**config.mk**
```make
export PLATFORM = sky130hd
export DESIGN_NAME = ptc_regs_flat
export DESIGN_NICKNAME = d
export VERILOG_FILES = /design/src/rtl/ptc_pkg.sv /design/src/rtl/ptc_if.sv /design/src/rtl/ptc_regs.sv /design/src/flat_wrapper.sv
export SDC_FILE = /design/constraint.sdc
export NUM_CORES = 1
export LEC_CHECK = 0
export BUFFER_PORTS_ARGS = -buffer_cell sky130_fd_sc_hd__buf_2
export CORE_MARGIN = 4
export CORE_UTILIZATION = 50
export DETAILED_ROUTE_END_ITERATION = 6
export PLACE_DENSITY = 0.79
export SYNTH_ARGS = -nofsm -noshare
export SYNTH_HDL_FRONTEND = slang
export SYNTH_SLANG_ARGS = --single-unit
```
**constraint.sdc**
```tcl
create_clock -name clk_i -period 1.26 [get_ports clk_i]
set_clock_uncertainty 0.2 [all_clocks]
set_input_delay 0.063 -clock clk_i [delete_from_list [all_inputs] [get_ports clk_i]]
set_output_delay 0.063 -clock clk_i [all_outputs]
set_load 0.05 [all_outputs]
```
**src/rtl/ptc_pkg.sv**
```systemverilog
// shared types, register codes and constants for the pressure and temperature compensation block
package ptc_pkg;

  // output scaling
  localparam int unsigned OUT_FRAC_BITS = 8;
  localparam int unsigned OUT_SH        = 16 - OUT_FRAC_BITS;
  localparam logic signed [63:0] OUT_HALF =
    (OUT_SH == 0) ? 64'sd0 : (64'sd1 <<< (OUT_SH - 1));

  // rounding offsets for the fixed shifts
  localparam logic signed [63:0] HALF_40 = 64'sd1 <<< 39;
  localparam logic signed [63:0] HALF_16 = 64'sd1 <<< 15;

  // clip limits
  localparam logic signed [63:0] PRESS_MAX = (64'sd1 <<< 31) - 64'sd1;
  localparam logic signed [63:0] PRESS_MIN = -(64'sd1 <<< 31);
  localparam logic signed [63:0] TEMP_MAX  = (64'sd1 <<< 23) - 64'sd1;
  localparam logic signed [63:0] TEMP_MIN  = -(64'sd1 <<< 23);

  localparam int unsigned CFG_DATA_W = 32;
  localparam int unsigned RECIP_W    = 39;

  // rounded reciprocals 2^56 / k of the oversampling scale factors
  localparam logic [RECIP_W-1:0] SCALE_RECIP [8] = '{
    39'd137438953472,  // k = 524288
    39'd45812984491,   // k = 1572864
    39'd19634136210,   // k = 3670016
    39'd9162596898,    // k = 7864320
    39'd283744936200,  // k = 253952
    39'd139620524162,  // k = 516096
    39'd69260574978,   // k = 1040384
    39'd34494482440    // k = 2088960
  };

  typedef enum logic [2:0] {
    REG_TEMP_PAIR    = 3'd0,
    REG_OFFSET       = 3'd1,
    REG_LINEAR       = 3'd2,
    REG_TEMP_CROSS   = 3'd3,
    REG_SQUARE       = 3'd4,
    REG_SQUARE_TEMP  = 3'd5,
    REG_CUBE         = 3'd6,
    REG_RATE_SELECTS = 3'd7
  } reg_idx_e;

  typedef logic signed [23:0] raw_t;
  typedef logic signed [31:0] press_t;
  typedef logic signed [23:0] temp_t;
  typedef logic signed [22:0] scaled_t;

  typedef struct packed {
    logic signed [11:0] c0;
    logic signed [11:0] c1;
    logic signed [19:0] c00;
    logic signed [19:0] c10;
    logic signed [15:0] c01;
    logic signed [15:0] c11;
    logic signed [15:0] c20;
    logic signed [15:0] c21;
    logic signed [15:0] c30;
    logic [2:0]         p_sel;
    logic [2:0]         t_sel;
  } coef_t;

endpackage

```
**src/rtl/ptc_if.sv**
```systemverilog


interface ptc_cfg_if import ptc_pkg::*; ();
  logic                  valid;
  logic                  ready;
  logic [2:0]            index;
  logic [CFG_DATA_W-1:0] data;

  modport source (output valid, index, data, input ready);
  modport sink (input valid, index, data, output ready);
endinterface

```
**src/rtl/ptc_regs.sv**
```systemverilog
// coefficient and rate select registers with field decode
module ptc_regs import ptc_pkg::*; (
  input  logic          clk_i,
  input  logic          rst_ni,
  ptc_cfg_if.sink       cfg_if,
  output coef_t         coef_o
);

  logic [23:0] temp_pair_q;
  logic [19:0] offset_q;
  logic [19:0] linear_q;
  logic [31:0] temp_cross_q;
  logic [15:0] square_q;
  logic [15:0] square_temp_q;
  logic [15:0] cube_q;
  logic [5:0]  rate_sel_q;

  logic wr;

  assign cfg_if.ready = 1'b1;
  assign wr = cfg_if.valid & cfg_if.ready;

  always_ff @(posedge clk_i or negedge rst_ni) begin
    if (!rst_ni) begin
      temp_pair_q   <= '0;
      offset_q      <= '0;
      linear_q      <= '0;
      temp_cross_q  <= '0;
      square_q      <= '0;
      square_temp_q <= '0;
      cube_q        <= '0;
      rate_sel_q    <= '0;
    end else if (wr) begin
      // bits above a register's width are dropped
      case (reg_idx_e'(cfg_if.index))
        REG_TEMP_PAIR:    temp_pair_q   <= cfg_if.data[23:0];
        REG_OFFSET:       offset_q      <= cfg_if.data[19:0];
        REG_LINEAR:       linear_q      <= cfg_if.data[19:0];
        REG_TEMP_CROSS:   temp_cross_q  <= cfg_if.data[31:0];
        REG_SQUARE:       square_q      <= cfg_if.data[15:0];
        REG_SQUARE_TEMP:  square_temp_q <= cfg_if.data[15:0];
        REG_CUBE:         cube_q        <= cfg_if.data[15:0];
        REG_RATE_SELECTS: rate_sel_q    <= cfg_if.data[5:0];
        default: ;
      endcase
    end
  end

  always_comb begin
    coef_o.c0    = $signed(temp_pair_q[23:12]);
    coef_o.c1    = $signed(temp_pair_q[11:0]);
    coef_o.c00   = $signed(offset_q);
    coef_o.c10   = $signed(linear_q);
    coef_o.c01   = $signed(temp_cross_q[31:16]);
    coef_o.c11   = $signed(temp_cross_q[15:0]);
    coef_o.c20   = $signed(square_q);
    coef_o.c21   = $signed(square_temp_q);
    coef_o.c30   = $signed(cube_q);
    coef_o.p_sel = rate_sel_q[5:3];
    coef_o.t_sel = rate_sel_q[2:0];
  end

endmodule

```
**src/flat_wrapper.sv**
```systemverilog
// flat-port wrapper written by rule: the top's interface ports become plain ports
module ptc_regs_flat import ptc_pkg::*;
  (clk_i, rst_ni, coef_o, cfg_if_valid, cfg_if_index, cfg_if_data, cfg_if_ready);
  ptc_cfg_if cfg_if_i ();
  input  logic clk_i;
  input  logic rst_ni;
  output coef_t coef_o;
  input wire logic [$bits(cfg_if_i.valid)-1:0] cfg_if_valid;
  input wire logic [$bits(cfg_if_i.index)-1:0] cfg_if_index;
  input wire logic [$bits(cfg_if_i.data)-1:0] cfg_if_data;
  output wire logic [$bits(cfg_if_i.ready)-1:0] cfg_if_ready;
  assign cfg_if_i.valid = cfg_if_valid;
  assign cfg_if_i.index = cfg_if_index;
  assign cfg_if_i.data = cfg_if_data;
  assign cfg_if_ready = cfg_if_i.ready;
  ptc_regs u_core (.clk_i(clk_i), .rst_ni(rst_ni), .cfg_if(cfg_if_i), .coef_o(coef_o));
endmodule
```
-- Word-level counts from Yosys, hierarchy flattened
Cells that the tools add are included.
- RAM bits: 0
- input port bits: 38
- latch bits: 0
- memories: 0
- register bits after elaboration: 150
- memory bits (read-only): 0
- magnitude comparators: 0
- $add $sub $neg: 0
- shift operators: 0
- muxes and demuxes: 0
- $mul: 0
- reductions and logical operators: 9
- divide/modulo/power cells: 0
- bitwise gates (word level): 0
- eq/ne operators: 7
- operators by type and width (kind ; count):
    $reduce_and A2 Y1 ; 8
    $eq A3 B3 Y1 const B ; 4
    $eq A3 B2 Y1 const B ; 2
    $eq A3 B1 Y1 const B ; 1
    $logic_not A3 Y1 ; 1

-- Depth between registers and ports, before layout
- word-level depth: 2
- gate-level depth with buffers: 5
- depth with buffers taken out: 2

-- Least setup slack after synthesis
OpenSTA, ideal clock, no wires.
- kind: input to register
- from: in cfg_if_index[1]
- to: reg u_core.temp_pair_q[13]
- path buffers: 2
- setup time: 0.125 ns
- cell stages on the path: 4
- slack: -0.223 ns
- arrival time: 1.158 ns
- data required time: 0.935 ns
- cell sequence: buf_4 nor4b_4 buf_6 mux2_2
- cells in the longest elaborated chain, start to end: 2
- ends and longest elaborated chain (item ; RTL line ; source):
    start: declaration ; flat_wrapper.sv:9 ; input wire logic [$bits(cfg_if_i.index)-1:0] cfg_if_index;
    $logic_not A3 Y1 ; ptc_regs.sv:35 ; case (reg_idx_e'(cfg_if.index))
    $reduce_and A2 Y1 (no line) ; n/a ;
    end signal: assignment ; ptc_regs.sv:36 ; REG_TEMP_PAIR: temp_pair_q <= cfg_if.data[23:0];
    end: declaration ; ptc_regs.sv:9 ; logic [23:0] temp_pair_q;
No other way between the ends.
A chain may end at the register's enable or synchronous reset.

-- Final worst setup path
- from: reg u_core.temp_pair_q[12]
- to: out coef_o[138] (netlist name)
- RTL lines (item ; RTL line ; source):
    end: declaration ; flat_wrapper.sv:7 ; output coef_t coef_o;
No word-level cell between the ends.

==> flow_metrics.py <==
metrics = {
    "grt": {
        "antenna_found_initial": 0,
        "grt_first_pass_wirelength_um": 26880,
        "grtUsageTotal_pct": 27.71,
        "grt_max_degree": 40,
        "first_global_vias": 4582,
        "gr-total-overflow": 0,
    },
    "drt": {
        "drt_first_pass_iters": 5,
        "routed_wl_um": 19070,
        "drtIter0Drc": 213,
        "ant_nets": 0,
        "vias": 4155,
        "drc": 0,
        "wl_per_cell_um": 24.41,
        "vias_per_cell": 5.320,
    },
    "timing": {
        "setup_ws_ns": -0.04684,
        "fin_crit_ns": 1.307,
        "hold_viol": 30,
        "finalCritPeriodShare_pct": 103.7,
        "setup_viol": 21,
        "whs_ns": -0.05872,
        "fmax_ghz": 0.7652,
        "rsz0062_at_grt": "true",
        "drv_slew": 0,
    },
    "setup_path": {
        "crit_cells": 1,
        "path_class": "reg -> out",
        "critical_path_arrival_ns": 1.04,
        "worst_path_largest_cell_delay_ns": 0.43,
        "path_delay_family": "flip-flops",
        "required_ns": 1.00,
        "r2r_start": "u_core.square_q[12]$_DFFE_PN0P_",
        "cp-start-kind": "register",
        "cp_cell_sequence": "buf_6",
        "critPathBufInv": 1,
        "crit_path_max_fanout": 2,
        "r2r_end": "u_core.square_q[12]$_DFFE_PN0P_",
        "worstRegToRegCells": 3,
        "endpoint_kind": "output pin",
        "cpMaxStageDelayCell": "dfrtp_1",
        "r2r_setup_slack_ns": -0.01,
    },
    "pwr": {
        "powerDensity_mw_per_mm2": 2162,
        "leakage_nw": 4.582,
        "peakVddDrop_mv": 1.786,
        "power_mw": 20.50,
    },
    "final_layout": {
        "layout.cells.non_filler": 781,
        "layout_commonest_cell": "buf_6",
        "final_nets": 668,
        "n_fill_cell": 473,
        "layout_common_cells": "buf_6, dfrtp_1, mux2_2",
        "multi_input_comb_area_mm2": 0.002048,
        "syn_to_final_growth_pct": 67.34,
        "regArea_mm2": 0.003754,
        "antenna_cells": 0,
        "drive_gt1_share_pct": 70.20,
    },
    "cts": {
        "cts_buffer_depth": 2,
        "cts-hold-fix-buffers": 33,
        "cts.clk_slew.worst_paths_ns": 0.06,
        "htree_levels": 4,
        "cts_root_buf": "clkbuf_16",
        "cts_tree": "yes",
        "cts-buffers-inserted": 17,
        "clk_latency_ns": 0.42,
        "cts_sinks": 150,
    },
    "worst_hold_path": {
        "hold_class": "in -> async",
    },
    "place": {
        "hpwl_um": 9759,
        "place_inst": 658,
        "io_buffers": 187,
        "place_congestion": 0.7415,
    },
    "floorplanning": {
        "rows": 38,
        "start_util_pct": 51.59,
        "die_w_um": 114.5,
        "ios": 189,
        "die_y_um": 114.5,
        "core-area_mm2": 0.01098,
        "die_area_mm2": 0.01310,
    },
    "yosys": {
        "syn_area_mm2": 0.005667,
        "ys_warn_count": 0,
        "syn_inst": 327,
        "synth_cell_types": 13,
        "synth.net_count": 365,
        "yosysSeqAreaShare_pct": 66.24,
        "syn_area_per_cell_um2": 17.33,
        "synth-seq-cells": 150,
    },
    "run": {
        "cap_violations": 0,
    },
    "run_status": {
        "status": "finished, violations left",
        "violations": "negative hold slack, negative setup slack",
    },
}
-- how the worst max path moves through the flow --
stage	from	endpoint	slack, ns
final	u_core.temp_pair_q[12]$_DFFE_PN0P_	coef_o[138]	-0.05
after global routing	u_core.temp_pair_q[12]$_DFFE_PN0P_	coef_o[138]	-0.07
after CTS	u_core.temp_cross_q[21]$_DFFE_PN0P_	coef_o[75]	-0.03
after detailed placement	cfg_if_index[2]	u_core.temp_pair_q[0]$_DFFE_PN0P_	-0.25
after global placement	cfg_if_index[2]	u_core.temp_pair_q[23]$_DFFE_PN0P_	-0.23
after floorplan	cfg_if_index[2]	u_core.temp_pair_q[13]$_DFFE_PN0P_	-0.19
-- logic make-up after synthesis --
kind of cell  Yosys count  share of synthesized area [%]
buf+inv                18                          2.053
flops                 150                          66.24
mux                   150                          29.81
other cells             1                        0.06618
simple gates            8                          1.833
-- routing by layer --
| layer | part of all wire (%) | vias to the layer above | wire length [um] | global-route usage [%] |
|---|---|---|---|---|
| met2 | 55 | 156 | 10510 | 48.47 |
| met3 | 5.8 | 26 | 1107 | 8.298 |
| met4 | 1.8 | 0 | 341 | 10.69 |
| met5 | 0 | - | 0 | 0 |
| met1 | 37 | 2214 | 7106 | 31.93 |
| li1 | - | 1759 | - | - |
-- synthesized netlist by cell type --
master	count	area share, %
buf_4	3	0.40
buf_2	12	1.1
nand4b_2	2	0.53
and4bb_2	2	0.44
nor4b_4	1	0.42
mux2_1	3	0.60
nand4_1	1	0.11
mux2_2	147	29
dfrtp_1	150	66
buf_6	3	0.60
nand4b_1	1	0.15
nor4bb_1	1	0.18
conb_1	1	0.066
-- cell type report --
type,instances,area share [%]
timing repair buffer,302,31.39
multi-input combinational,159,21.60
tap,140,1.847
clock inverter,4,0.2111
sequential,150,39.58
clock buffer,26,5.370
-- through the flow --
step | setup slack [ns] | setup TNS, ns | instance area (um^2) | util [%]
global placement | -0.2256 | -19.05 | 7234 | 65.87
finish | -0.04684 | -0.2338 | 9483 | 86.34
floorplan | -0.1922 | -6.758 | 5991 | -
global route | -0.07179 | -1.653 | 9483 | 86.34
CTS | -0.02839 | -0.04956 | 9077 | 82.65
detailed placement | -0.2532 | -22.09 | 7234 | 65.87
-- flip-flops by register name, indices dropped and copies added (netlist names) --
register / count
u_core.cube_q: 16
u_core.linear_q: 20
u_core.offset_q: 20
u_core.rate_sel_q: 6
u_core.square_q: 16
u_core.square_temp_q: 16
u_core.temp_cross_q: 32
u_core.temp_pair_q: 24
-- where the power goes --
part           internal (mW)  switching (mW)  leakage (nW)
combinational           3.73            5.29          2.52
clock                   2.75            1.90         0.266
sequential              5.89           0.936          1.80
total                   12.4            8.13          4.58
-- repair_timing --
item / 4_1_cts / 5_1_grt
setup buffers: 15 / 45
gates resized for setup: 282 / 18
pin swaps: 0 / 0
setup endpoints to repair: 150 / 123
endpoints found under the hold margin: 300 / 30
(Power assumes the default switching activity.)
